`config.mk`:
```
export PLATFORM = sky130hd
export DESIGN_NAME = tlbs_walker
export DESIGN_NICKNAME = d
export VERILOG_FILES = /design/src/rtl/tlbs_pkg.sv /design/src/rtl/tlbs_walker.sv
export SDC_FILE = /design/constraint.sdc
export NUM_CORES = 1
export LEC_CHECK = 0
export BUFFER_PORTS_ARGS = -buffer_cell sky130_fd_sc_hd__buf_2
export CELL_PAD_IN_SITES_DETAIL_PLACEMENT = 1
export CELL_PAD_IN_SITES_GLOBAL_PLACEMENT = 1
export CORE_MARGIN = 2
export CORE_UTILIZATION = 30
export CTS_BUF_LIST = sky130_fd_sc_hd__clkbuf_2
export DETAILED_ROUTE_END_ITERATION = 10
export PLACE_DENSITY = 0.88
export SETUP_SLACK_MARGIN = 0.05
export SYNTH_ARGS = -nofsm -noshare
export SYNTH_HDL_FRONTEND = slang
export SYNTH_SLANG_ARGS = --single-unit
export TNS_END_PERCENT = 50
```
`constraint.sdc`:
```
create_clock -name clk_i -period 3.2 [get_ports clk_i]
set_clock_uncertainty 0.2 [all_clocks]
set_input_delay 0 -clock clk_i [delete_from_list [all_inputs] [get_ports clk_i]]
set_output_delay 0 -clock clk_i [all_outputs]
set_load 0.01 [all_outputs]
```
`src/rtl/tlbs_pkg.sv`:
```
// ----------------------------------------------------------------------------
// tlbs_pkg
// Shared types and constants of the tree lower-bound search block.
// ----------------------------------------------------------------------------
`default_nettype none

package tlbs_pkg;

  // Geometry of the node memory and of the keys
  localparam int unsigned NodeCount = 1024;
  localparam int unsigned SlotBits  = 10;
  localparam int unsigned QueryBits = 32;
  localparam int unsigned KeyBits   = QueryBits + 1;

  // Result when no stored key is at or above the query
  localparam logic [KeyBits-1:0] NoBound = {1'b1, {QueryBits{1'b0}}};

  // Last walk step; the walk ends after this node without reading a child
  localparam logic [SlotBits-1:0] VisitLast = SlotBits'(NodeCount - 1);

  // Input transaction kinds
  localparam logic KindWrite  = 1'b0;
  localparam logic KindSearch = 1'b1;

  // One tree node as stored in memory
  typedef struct packed {
    logic [KeyBits-1:0]  key;
    logic [SlotBits-1:0] left;
    logic [SlotBits-1:0] right;
    logic                internal;
  } node_t;

  // Port request from walker to node memory
  typedef struct packed {
    logic                wr_en;
    logic                rd_en;
    logic [SlotBits-1:0] addr;
    node_t               wdata;
  } mem_req_t;

  // Walker states
  typedef enum logic [1:0] {
    ST_IDLE,
    ST_WALK,
    ST_HOLD
  } walk_state_e;

endpackage

`default_nettype wire

```
`src/rtl/tlbs_walker.sv`:
```
// ----------------------------------------------------------------------------
// tlbs_walker
// Takes input transactions, loads nodes and walks the tree one level a cycle.
// ----------------------------------------------------------------------------
`default_nettype none

module tlbs_walker
  import tlbs_pkg::*;
(
  input  wire logic                 clk_i,
  input  wire logic                 rst_ni,
  // input channel
  input  wire logic                 in_valid_i,
  output logic                      in_stall_o,
  input  wire logic                 kind_i,
  input  wire logic [SlotBits-1:0]  node_slot_i,
  input  wire logic [KeyBits-1:0]   node_key_i,
  input  wire logic [SlotBits-1:0]  left_slot_i,
  input  wire logic [SlotBits-1:0]  right_slot_i,
  input  wire logic                 has_children_i,
  input  wire logic [QueryBits-1:0] query_key_i,
  // start slot
  input  wire logic [SlotBits-1:0]  root_i,
  // node memory
  output mem_req_t                  mem_req_o,
  input  wire node_t                mem_rdata_i,
  // result hand-off
  output logic                      res_valid_o,
  output logic [KeyBits-1:0]        res_key_o,
  input  wire logic                 res_take_i
);

  walk_state_e          state_q, state_d;
  logic [QueryBits-1:0] query_q, query_d;
  logic [KeyBits-1:0]   best_q, best_d;
  logic [SlotBits-1:0]  visits_q, visits_d;

  logic                 in_accept;
  logic [KeyBits-1:0]   query_ext;
  logic                 key_eq;
  logic                 key_lt;
  logic                 finish;
  logic [KeyBits-1:0]   best_next;
  logic [SlotBits-1:0]  next_slot;

  assign in_accept = in_valid_i && !in_stall_o;
  assign query_ext = {1'b0, query_q};

  // Compare the node just read against the query
  always_comb begin
    key_eq    = (mem_rdata_i.key == query_ext);
    key_lt    = (mem_rdata_i.key < query_ext);
    finish    = key_eq || !mem_rdata_i.internal || (visits_q == VisitLast);
    next_slot = key_lt ? mem_rdata_i.right : mem_rdata_i.left;
    if (key_eq) begin
      best_next = query_ext;
    end else if (!key_lt) begin
      best_next = mem_rdata_i.key;
    end else begin
      best_next = best_q;
    end
  end

  // Next state
  always_comb begin
    state_d = state_q;
    unique case (state_q)
      ST_IDLE: begin
        if (in_accept && (kind_i == KindSearch)) state_d = ST_WALK;
      end
      ST_WALK: begin
        if (finish) state_d = ST_HOLD;
      end
      ST_HOLD: begin
        if (res_take_i) state_d = ST_IDLE;
      end
      default: state_d = ST_IDLE;
    endcase
  end

  // Outputs: handshake and memory port
  always_comb begin
    in_stall_o      = 1'b1;
    res_valid_o     = 1'b0;
    mem_req_o.wr_en = 1'b0;
    mem_req_o.rd_en = 1'b0;
    mem_req_o.addr  = next_slot;
    mem_req_o.wdata = '{key: node_key_i, left: left_slot_i,
                        right: right_slot_i, internal: has_children_i};
    unique case (state_q)
      ST_IDLE: begin
        in_stall_o = 1'b0;
        if (kind_i == KindWrite) begin
          mem_req_o.wr_en = in_valid_i;
          mem_req_o.addr  = node_slot_i;
        end else begin
          mem_req_o.rd_en = in_valid_i;
          mem_req_o.addr  = root_i;
        end
      end
      ST_WALK: begin
        mem_req_o.rd_en = !finish;
      end
      ST_HOLD: begin
        res_valid_o = 1'b1;
      end
      default: ;
    endcase
  end

  assign res_key_o = best_q;

  // Walk datapath
  always_comb begin
    query_d  = query_q;
    best_d   = best_q;
    visits_d = visits_q;
    if (state_q == ST_IDLE) begin
      if (in_accept) begin
        query_d  = query_key_i;
        best_d   = NoBound;
        visits_d = '0;
      end
    end else if (state_q == ST_WALK) begin
      best_d   = best_next;
      visits_d = visits_q + 1'b1;
    end
  end

  always_ff @(posedge clk_i or negedge rst_ni) begin
    if (!rst_ni) begin
      state_q <= ST_IDLE;
    end else begin
      state_q <= state_d;
    end
  end

  always_ff @(posedge clk_i) begin
    query_q  <= query_d;
    best_q   <= best_d;
    visits_q <= visits_d;
  end

endmodule

`default_nettype wire

```
Word level (Yosys, flattened, before mapping)
Index checks and enable logic that the tools add are counted.
W data, S select, Z words.
Word-level totals
  register bits after elaboration: 77
  input bits: 165
  logic and storage cells: 48
Cells by class
  add/sub/neg operators: 1
  order comparisons: 1
  eq/ne operators: 9
  multiplexer cells: 21
  reductions and logical operators: 12
Operators with widths (count)
  $mux W33: 5
  $mux W10: 6
  $eq A33 B32 Y1: 1
  $lt A33 B32 Y1: 1
  $add A10 B1 Y10 const B: 1
  $eq A10 B10 Y1 const B: 1
  $mux W2: 3
  $ne A2 B2 Y1 const B: 3
  $pmux W2 S3: 1
  $reduce_and A3 Y1: 2
  $mux W1: 5
  $reduce_and A2 Y1: 2
  $ne A3 B2 Y1 const B: 1
  $eq A2 B1 Y1 const B: 1
  $eq A2 B2 Y1 const B: 1
  $logic_and A1 B1 Y1: 2
  $logic_not A1 Y1: 2
  $logic_not A2 Y1: 1
  $logic_or A1 B1 Y1: 2
  $ne A2 B1 Y1 const B: 1
  $pmux W1 S2: 1
  $reduce_bool A2 Y1: 1

Depth between registers and ports, before layout
Gate-level depths: netlist of run 1.
  depth in word-level cells: 5
  depth in mapped cells: 9

Least setup slack after synthesis of run 1
No wires, ideal clock.
  kind: register to register
  start: register query_q[30]
  end: register best_q[0], in the netlist res_key_o[0], enable pin
  setup time: 0.396 ns
  data arrival time: 2.773 ns
  data required time: 2.604 ns
  slack: -0.169 ns
  cell stages (with the launch flop): 9
  buffers on the path: 1
  clock period less this slack: 3.369 ns
  path through: edfxtp_1 inv_1 ha_1 nand4b_4 or4_4 nor3_1 a211o_1 buf_2 o41a_1
Between the ends
  cells in the longest elaborated chain, start to end: 3
  elaborated cells between the ends (all ways): 4
  those cells by class: order compare: 1; eq/ne: 2; reduce/logical: 1
RTL lines
  from (decl): line tlbs_walker.sv:34  | logic [QueryBits-1:0] query_q, query_d;
  from (signal assigned): line tlbs_walker.sv:139  | query_q <= query_d;
  $lt A33 B32 Y1 or $eq A33 B32 Y1 (tied branches): line tlbs_walker.sv:52, tlbs_walker.sv:51
  $ne A3 B2 Y1 (no line) *
  $reduce_and A3 Y1 (no line) *
  to (signal assigned): line tlbs_walker.sv:140  | best_q <= best_d;
  to (decl): line tlbs_walker.sv:35  | logic [KeyBits-1:0] best_q, best_d;
Mark *: on every way between the ends. The rest lies on a longest branch, timed or not.
A chain may end at the register's enable or synchronous reset.

==> results_dict.tcl, run 1 <==
set metrics [dict create \
    grtUsageTotal_pct 20.78 \
    synth-edff-count 75 \
    coreArea_sq_um 15260 \
    remaining_drc_errors 0 \
    clock-sinks 77 \
    dp.cells 768 \
    rows 45 \
    root_buffer "clkbuf_2" \
    yosysWarnings 0 \
    grt_pass1_wl_mm 26.36 \
    synth_fp_nets 661 \
    via_count 4643 \
    fin_crit_ns 3.360 \
    clock.fmax_mhz 297.6 \
    slew_headroom_pct 59.56 \
    critPathBufInv 4 \
    rsz0062_at_grt "true" \
    dieArea_sq_um 16670 \
    ys_seq_area_share_pct 49.04 \
    seqCellArea_sq_um 2302 \
    synth_top_area_share_pct 47.97 \
    synthCells 463 \
    fillers 1689 \
    drive_above_1_share_pct 33.11 \
    finish.instance_area_sq_um 7672 \
    cts_buffers 9 \
    first_iter_violations 254 \
    dp_hpwl_mm 9.947 \
    clkLatencyLatePin_ns 0.59 \
    cts.clk_slew.worst_paths_ns 0.25 \
    critical_path_class "reg -> out" \
    grt_max_degree 53 \
    ir_drop_mv 0.2257 \
    place_congestion 0.7591 \
    wire_per_inst_um 18.96 \
    htreeDepth 3 \
    required_ns 3.00 \
    p_leak_uw 0.003395 \
    cp-start-kind "register" \
    layout.cells.non_filler 965 \
    status "complete, but fails checks" \
    power_density_nw_per_um2 449.2 \
    final_net_count 947 \
    drv_cap 0 \
    clockBufferDepth 2 \
    overflow 0 \
    synth_top_flop_cell "edfxtp_1" \
    cp_max_fo 10 \
    synthesis.area_sq_um 4695 \
    grt_pass1_vias 5089 \
    cpMaxStageDelayCell "edfxtp_1" \
    arrival_ns 3.16 \
    hold_class "in -> async" \
    die-width_um 129.1 \
    drv_slew 0 \
    violations "setup timing" \
    yosysTopAreaCell "edfxtp_1" \
    antenna_found_initial 1 \
    ant_nets 0 \
    setup_viol 11 \
    io_buffers 157 \
    worstSetupEndpointType "primary output" \
    ys_async_sr_fraction_pct 2.597 \
    area_growth_pct 63.43 \
    pin_count 266 \
    multiInputGateArea_sq_um 1996 \
    worst_slack_ns -0.1600 \
    critPathMaxStageDelay_ns 0.51 \
    synth_area_leaders "edfxtp_1 (48%), ha_1 (8.8%), buf_4 (8.6%)" \
    synth_seq_cells 77 \
    period_share_pct 105.0 \
    crit_chain "inv_2 > ha_4 > a21oi_2 > o21a_1 > o221ai_2 > a211o_4 > buf_6 > buf_16 > o31a_1 > a22oi_1 > buf_2" \
    dr.pass1.iters 4 \
    avgViaCountPerCell 4.811 \
    placedInstanceArea_sq_um 5323 \
    syn_area_per_cell_sq_um 10.14 \
    crit_family "compound AO/OA/AOI/OAI gates" \
    tightestPinTransition_ns 0.6066 \
    cts_tree "built" \
    wl_mm 18.30 \
    synth_cell_types 41 \
    fp.dieH_um 129.1 \
    start_util_pct 30.77 \
    hold_viol 0 \
]
layout by cell type, fill, tap and decap left out, drive strengths merged, types with 2 or more instances in the layout:
master,n
buf,187
dlygate4sd3,157
edfxtp,75
nand2,75
a21oi,48
inv,48
ha,33
o21ai,17
nor2,16
o31a,10
mux2i,10
a22oi,10
clkbuf,10
nand4,7
nand3,6
or3,5
xor2,4
bufinv,4
nand2b,3
diode,2
or4,2
a21o,2
o21a,2
and3,2
dlymetal6s4s,2
dfrtp,2
layer usage:
metal | up-vias | global-route usage, % | routed length, um
li1 | 2136 | - | -
met1 | 2224 | 22.11 | 6806
met5 | - | 0 | 0
met4 | 0 | 8.887 | 410
met3 | 33 | 3.138 | 989
met2 | 250 | 40.49 | 10090
path summary, 6_finish.rpt:
kind	start	end	slack, ns	cells past startpoint
min in group clk_i	mem_rdata_i[53]	res_key_o[32]	0.10	3
max	query_q[20]	mem_req_o[61]	-0.16	11
max reg2reg	query_q[20]	res_key_o[8]	0.07	9
min reg2reg	state_q[1]	state_q[0]	0.43	1
min	rst_ni	state_q[1]	0.07	3
max in group asynchronous	rst_ni	state_q[0]	2.60	3
through the flow:
stage / TNS [ns] / power [uW] / hold WS [ns] / setup slack, ns / utilization [%]
4_1_cts: -0.1902 / 3340 / 0.04244 / -0.03967 / 49.03
5_1_grt: -2.746 / 3616 / 0.05988 / -0.2597 / 50.27
3_5_place_dp: 0 / 2327 / -0.4117 / 0.2393 / 34.88
3_3_place_gp: 0 / 2285 / -0.4135 / 0.3353 / 34.88
2_1_floorplan: 0 / 2001 / -0.4956 / 0.2529 / -
6_report: -1.247 / 3447 / 0.06726 / -0.1600 / 50.28
cell usage after synthesis, types with 2 or more instances:
| library cell | number |
|---|---|
| buf_6 | 3 |
| nand2_1 | 75 |
| dfrtp_1 | 2 |
| a21o_1 | 2 |
| buf_2 | 7 |
| or3_1 | 5 |
| a21oi_1 | 47 |
| edfxtp_1 | 75 |
| mux2i_1 | 10 |
| clkbuf_1 | 7 |
| a22oi_1 | 10 |
| o21a_1 | 2 |
| o31a_1 | 10 |
| buf_4 | 54 |
| xor2_1 | 4 |
| nand3_1 | 6 |
| o21ai_0 | 17 |
| nand4_1 | 7 |
| nor2_1 | 16 |
| inv_1 | 48 |
| ha_1 | 33 |
| nand2b_1 | 3 |
| and3_1 | 2 |
report_power, final:
| group | switching, uW | total [uW] | leakage, uW | internal, uW |
|---|---|---|---|---|
| Clock | 377 | 782 | 0.0000978 | 405 |
| Combinational | 636 | 1200 | 0.00253 | 559 |
| Sequential | 112 | 1470 | 0.000763 | 1360 |
registers in the layout, indices dropped and copies added, names as in the netlist:
name,cells
res_key_o,33
query_q,32
visits_q,10
state_q,2
final cells by class:
type | count | area share (%)
multi-input combinational | 266 | 26.01
antenna | 2 | 0.06523
clock buffer | 9 | 0.5871
timing repair buffer | 347 | 35.91
sequential | 77 | 30.01
tap | 211 | 3.441
clock inverter | 5 | 1.631
inverter | 48 | 2.348
logic make-up (layout without fill, tap and decap cells):
logic type / after synthesis / in the layout / synth area share (%)
AND/OR/NAND/NOR: 121 / 121 / 11.91
buffers and inverters: 120 / 409 / 14.58
AO/OA/AOI/OAI: 97 / 97 / 12.61
flip-flops: 77 / 77 / 49.04
adder cells (fa/ha/maj): 33 / 33 / 8.795
multiplexers: 10 / 10 / 2.132
XOR/XNOR: 5 / 5 / 0.9328
other: 0 / 2 / 0
worst reg2reg max path, delay by kind of cell (launching register included):
family | cells | cell delay [ns]
and+or+nand+nor | 3 | 1.03
adders and majority gates | 1 | 0.28
DFF | 1 | 0.48
buffers and inverters | 4 | 0.55
AOI/OAI and AO/OA | 1 | 0.28
repair_timing:
| item | 4_1_cts | 5_1_grt |
|---|---|---|
| hold buffers | 158 | 1 |
| cloned | 4 | 1 |
| resized for setup | 46 | 34 |
| setup buffers | 11 | 6 |
| endpoints found under the setup margin | 11 | 78 |
| hold endpoints to repair | 133 | 2 |
| pin swaps | 25 | 13 |
No activity file was read; power rests on OpenSTA's default activity.
==> run 2: changes to the inputs <==
PLACE_DENSITY = 0.76   (was 0.88)
==> run 2 against run 1 <==
Against the previous run: the flow still finishes with violations (setup timing); non-clock buffer count is 9 higher; power shrank 4.3%; sequential cell count did not move; maximum frequency about the same.
==> results_dict.tcl, run 2 (same netlist as run 1, synthesis figures left out) <==
set metrics [dict create \
    status "complete, but fails checks" \
    violations "setup timing" \
    setup_viol 12 \
    grt_pass1_vias 5153 \
    place_congestion 0.8431 \
    rsz0062_at_grt "true" \
    cp_max_fo 10 \
    drive_above_1_share_pct 34.34 \
    first_iter_violations 166 \
    ir_drop_mv 0.2281 \
    root_buffer "clkbuf_2" \
    cts_buffers 9 \
    fp.dieH_um 129.1 \
    arrival_ns 3.16 \
    drv_cap 0 \
    area_growth_pct 62.95 \
    critical_path_class "reg -> out" \
    required_ns 3.00 \
    hold_class "in -> reg" \
    crit_chain "inv_2 > ha_4 > nand4_1 > or4_4 > nor3_4 > a211o_4 > buf_8 > o31a_1 > a22oi_2 > buf_2" \
    dieArea_sq_um 16670 \
    overflow 0 \
    pin_count 266 \
    wl_mm 19.09 \
    remaining_drc_errors 0 \
    fin_crit_ns 3.361 \
    p_leak_uw 0.003380 \
    grt_max_degree 36 \
    dp_hpwl_mm 10.35 \
    final_core_util_pct 50.14 \
    critPathMaxStageDelay_ns 0.62 \
    cpMaxStageDelayCell "or4_4" \
    htreeDepth 3 \
    avgViaCountPerCell 4.753 \
    cp-start-kind "register" \
    die-width_um 129.1 \
    drv_slew 0 \
    wire_per_inst_um 19.54 \
    coreArea_sq_um 15260 \
    final_cell_mix "dlygate4sd3_1 (159), buf_2 (157), nand2_1 (75), edfxtp_1 (75), a21oi_1 (46)" \
    start_util_pct 30.77 \
    grtUsageTotal_pct 21.74 \
    rows 45 \
    largest_reg_flops 33 \
    mostFrequentLayoutCell "dlygate4sd3_1" \
    worst_slack_ns -0.1611 \
    final_net_count 956 \
    clockBufferDepth 2 \
    io_buffers 157 \
    power_density_nw_per_um2 431.1 \
    grt_pass1_wl_mm 27.02 \
    antenna_found_initial 1 \
    cts.clk_slew.worst_paths_ns 0.28 \
    holdWs_ns 0.02231 \
    power_uw 3298 \
    tightestPinTransition_ns 0.6524 \
    clock-sinks 77 \
    cts_tree "built" \
    clkLatencyLatePin_ns 0.66 \
    worstSetupEndpointType "primary output" \
    via_count 4644 \
    slew_headroom_pct 56.05 \
    ant_nets 0 \
    clock.fmax_mhz 297.5 \
    post-place-ws_ns 0.2916 \
    dr.pass1.iters 4 \
    period_share_pct 105.0 \
    hold_viol 0 \
]
-- run 2: cell count changes in the layout (fill, tap and decap cells not counted), moves of 3 or more --
cell       change
buf_4         +16
bufinv_16      -3
a22oi_2        +3
o21ai_0        -4
buf_12         -3
a22oi_1        -3
nand2_1        +5
o21ai_2        +6
o21ai_1        -3
nand2_2        -5
inv_1          +4
inv_2          -4
-- run 2: repair_timing --
item / CTS / global route
hold buffers: 159 / 1
cloned: 2 / 2
gates resized for setup: 30 / 45
hold endpoints to repair: 133 / 1
setup buffers: 7 / 17
setup endpoints to repair: 11 / 35
pin swaps: 15 / 21
-- run 2: final cells by class --
cell class	count	area, sq um
diodes	3	7.507
clock buffers	9	45.04
clock inverters	7	73.82
fillers	1709	7609
inverters	48	180.2
multi-input cells	266	2061
flip-flops and latches	77	2302
well taps	211	264.0
repair buffers	356	2716
-- run 2: worst paths after layout --
check                      slack, ns       endpoint  depth (start not counted)       startpoint
min reg2reg                     0.41     state_q[0]                          1       state_q[1]
max                            -0.16  mem_req_o[63]                         10      query_q[28]
min                             0.02  res_key_o[32]                          3  mem_rdata_i[53]
max reg2reg                    -0.10     state_q[1]                         10      query_q[28]
min in group asynchronous       0.54     state_q[0]                          4           rst_ni
max in group asynchronous       2.14     state_q[1]                          4           rst_ni
-- run 2: where the power goes --
part	switching [uW]	internal, uW	leakage (uW)
logic	666	563	0.00254
registers	109	1360	0.000763
clock network	420	183	0.0000723
-- run 2: layer usage --
metal  vias to the layer above  wire, um  share of wire, %  GRT usage, %
li1                       2162         -                 -             -
met1                      2219      6792                36         21.11
met2                       220     10660                56         43.70
met3                        43       988               5.2         4.459
met4                         0       646               3.4         9.655
met5                         -         0                 0             0
-- run 2: worst max-delay path: cells and delay by family, from the launching register on --
kind,cells,cell delay (ns)
AO/OA/AOI/OAI,3,0.43
adder cells (fa/ha/maj),1,0.27
buffers and inverters,3,0.36
flip-flops,1,0.44
AND/OR/NAND/NOR,3,1.01
-- run 2: metrics by stage --
stage	instances	TNS (ns)	cell area [sq um]
floorplan	463	0	4696
global placement	770	0	5338
detailed placement	770	0	5338
CTS	954	-1.412	7307
global route	975	-2.971	7645
finish	977	-1.692	7650
==> run 3: changes to the inputs <==
--- a/constraint.sdc
+++ b/constraint.sdc
@@ -4,2 +4,2 @@
 set_output_delay 0 -clock clk_i [all_outputs]
-set_load 0.01 [all_outputs]
+set_load 0.02 [all_outputs]
==> run 3 against run 2 <==
Against the previous run: synthesized cell count did not move; the run now fails in clock tree synthesis (4_1_cts); area after synthesis unchanged.
==> results_dict.tcl, run 3 <==
set metrics [dict create \
    yosysTopAreaCell "edfxtp_1" \
    synth_fp_nets 661 \
    cts_buffers 9 \
    die-width_um 129.1 \
    clock-sinks 77 \
    clockBufferDepth 2 \
    rows 45 \
    synth_top_flop_cell "edfxtp_1" \
    post-place-ws_ns 0.1897 \
    status "stopped before the end" \
    error "[ERROR RSZ-0060] Max buffer count reached." \
    synth_top_area_share_pct 47.97 \
    synthTopCellsByCount "edfxtp_1 (75), nand2_1 (75), buf_4 (54)" \
    synth_cell_types 41 \
    synthesis.area_sq_um 4695 \
    synthCells 463 \
    syn_area_per_cell_sq_um 10.14 \
    stop_stage "clock tree synthesis (4_1_cts)" \
    pin_count 266 \
    io_buffers 157 \
    synth_area_leaders "edfxtp_1 (48%), ha_1 (8.8%), buf_4 (8.6%)" \
    dp_hpwl_mm 10.01 \
    start_util_pct 30.77 \
    ys_seq_area_share_pct 49.04 \
    ys_async_sr_fraction_pct 2.597 \
    synth_seq_cells 77 \
    yosysWarnings 0 \
    htreeDepth 3 \
    fp.dieH_um 129.1 \
    cts.repair.resized 29 \
    place_congestion 0.8953 \
    cts_setup_buffers 5 \
    root_buffer "clkbuf_2" \
    synth-edff-count 75 \
    cts_hold_buf 159 \
    dp.cells 770 \
]
[run 3: cells by family after synthesis]
logic type	synth area share (%)
DFF	49.04
muxes	2.132
AOI/OAI and AO/OA	12.61
buffers and inverters	14.58
adders and majority gates	8.795
and+or+nand+nor	11.91
xor gates and xnor gates	0.9328
[run 3: per-stage QoR]
| step | hold WS, ns | instance area [sq um] | util (%) |
|---|---|---|---|
| 3_5_place_dp | -0.4080 | 5338 | 34.98 |
| 3_3_place_gp | -0.4131 | 5338 | 34.98 |
| 2_1_floorplan | -0.4956 | 4696 | - |
==> run 4: changes to the inputs <==
CELL_PAD_IN_SITES_DETAIL_PLACEMENT = not set   (was 1)
CELL_PAD_IN_SITES_GLOBAL_PLACEMENT = not set   (was 1)
CORE_UTILIZATION = 25   (was 30)
CTS_BUF_LIST = not set   (was sky130_fd_sc_hd__clkbuf_2)
PLACE_DENSITY = not set   (was 0.76)
PLACE_DENSITY_LB_ADDON = 0.15   (was not set)
SETUP_SLACK_MARGIN = not set   (was 0.05)
clock period = 4.2 ns   (was 3.2 ns; I/O delays follow)
==> run 4 against run 3 <==
Against the previous run: the flow now finishes without violations.
==> results_dict.tcl, run 4 (same netlist as run 1, synthesis figures left out) <==
set metrics [dict create \
    power_density_nw_per_um2 389.1 \
    clock.fmax_mhz 282.2 \
    rows 50 \
    dr.pass1.iters 4 \
    place_congestion 0.7819 \
    p_leak_uw 0.003093 \
    clkLatencyLatePin_ns 0.34 \
    r2r_end "state_q[0]" \
    cts_tree "built" \
    hold_class "in -> reg" \
    setup_viol 0 \
    arrival_ns 3.56 \
    grt_pass1_vias 3982 \
    required_ns 4.21 \
    worstSetupEndpointType "register" \
    cts_buffers 9 \
    crit_end "state_q[0]" \
    root_buffer "clkbuf_16" \
    first_iter_violations 197 \
    period_share_pct 84.37 \
    grt_pass1_wl_mm 20.33 \
    cts.clk_slew.worst_paths_ns 0.06 \
    fin_crit_ns 3.544 \
    slew_headroom_pct 45.00 \
    htreeDepth 3 \
    rsz0062_at_grt "false" \
    worstReg2RegStart "query_q[28]" \
    antenna_found_initial 0 \
    finalSetupTns_ns 0 \
    critPathLaunch "query_q[28]" \
    cp_max_fo 18 \
    clockBufferDepth 2 \
    avgViaCountPerCell 4.429 \
    drv_slew 0 \
    cts.repair.resized 0 \
    reg2regPathDepth 9 \
    dp_hpwl_mm 9.210 \
    wire_per_inst_um 14.24 \
    ant_nets 0 \
    drv_cap 0 \
    remaining_drc_errors 0 \
    fillers 1855 \
    io_buffers 157 \
    ir_drop_mv 0.1889 \
    final_net_count 890 \
    grtUsageTotal_pct 13.14 \
    rrSetupSlack_ns 0.66 \
    via_count 4123 \
    tightestPinTransition_ns 0.8251 \
    mostFrequentLayoutCell "buf_2" \
    hold_viol 0 \
    grt_max_degree 53 \
    cp-start-kind "register" \
    die-width_um 141.0 \
    drive_above_1_share_pct 26.26 \
    status "finished, final reports clean" \
    largest_reg_flops 33 \
    pin_count 266 \
    start_util_pct 25.27 \
    wl_mm 13.26 \
    clock-sinks 77 \
    fp.dieH_um 141.0 \
    coreArea_sq_um 18580 \
    area_growth_pct 46.32 \
    final_core_util_pct 36.97 \
    overflow 0 \
    critical_path_class "reg -> reg" \
    dieArea_sq_um 19890 \
    antennaDiodeCount 0 \
    final_cell_mix "buf_2 (157), dlygate4sd3_1 (125), nand2_1 (75), edfxtp_1 (75)" \
]
-- run 4: area by class of cell --
type                            count  area (sq um)  share of cell area (%)
Clock buffer                       16         261.5                   3.807
Inverter                           48         180.2                   2.623
Multi-Input combinational cell    266          1723                   25.08
Sequential cell                    77          2302                   33.52
Tap cell                          234         292.8                   4.262
Timing Repair Buffer              290          2110                   30.71
-- run 4: stage by stage --
step / instance area (sq um) / hold slack [ns] / setup WS [ns] / power, uW / instances
after floorplan: 4695 / -0.4956 / 0.8306 / 1630 / 463
after global placement: 5356 / -0.4099 / 1.029 / 1854 / 790
after detailed placement: 5356 / -0.4123 / 0.9779 / 1857 / 790
after CTS: 6869 / 0.1459 / 0.6259 / 2720 / 931
after global routing: 6869 / 0.1603 / 0.4974 / 2830 / 931
final: 6869 / 0.1647 / 0.6563 / 2673 / 931
-- run 4: power by group --
part / total, uW / switching, uW / internal, uW
sequential: 1100 / 67.1 / 1040
combinational: 857 / 520 / 337
clock: 713 / 294 / 418
-- run 4: worst min-delay path by stage --
stage | start | to | slack [ns] | cells past startpoint
6_report | query_key_i[10] | query_q[10] | 0.16 | 2
3_3_place_gp | rst_ni | state_q[1] | -0.41 | 1
3_5_place_dp | rst_ni | state_q[1] | -0.41 | 1
5_1_grt | query_key_i[5] | query_q[5] | 0.16 | 2
2_1_floorplan | rst_ni | state_q[0] | -0.50 | 0
4_1_cts | query_key_i[10] | query_q[10] | 0.15 | 2
-- run 4: timing repair --
item	4_1_cts	5_1_grt
buffers inserted	0	0
hold endpoints to repair	123	0
hold buffers	125	0
setup endpoints to repair	0	0
-- run 4: layer usage --
layer  vias up  global-route usage [%]  share of wire, %
li1       2024                       -                 -
met1      1930                   17.00                45
met2       157                   22.05                49
met3        12                   3.329               5.5
met4         0                   3.316               1.2
met5         -                       0                 0
-- run 4: critical path, stage by stage, from the launching register on --
cell	delay, ns
edfxtp_1	0.34
inv_1	0.05
ha_1	0.30
nand4_1	0.16
or4_4	0.60
or3_1	0.73
o211a_2	0.31
a21oi_2	0.14
dlygate4sd3_1	0.56
nor2_1	0.04
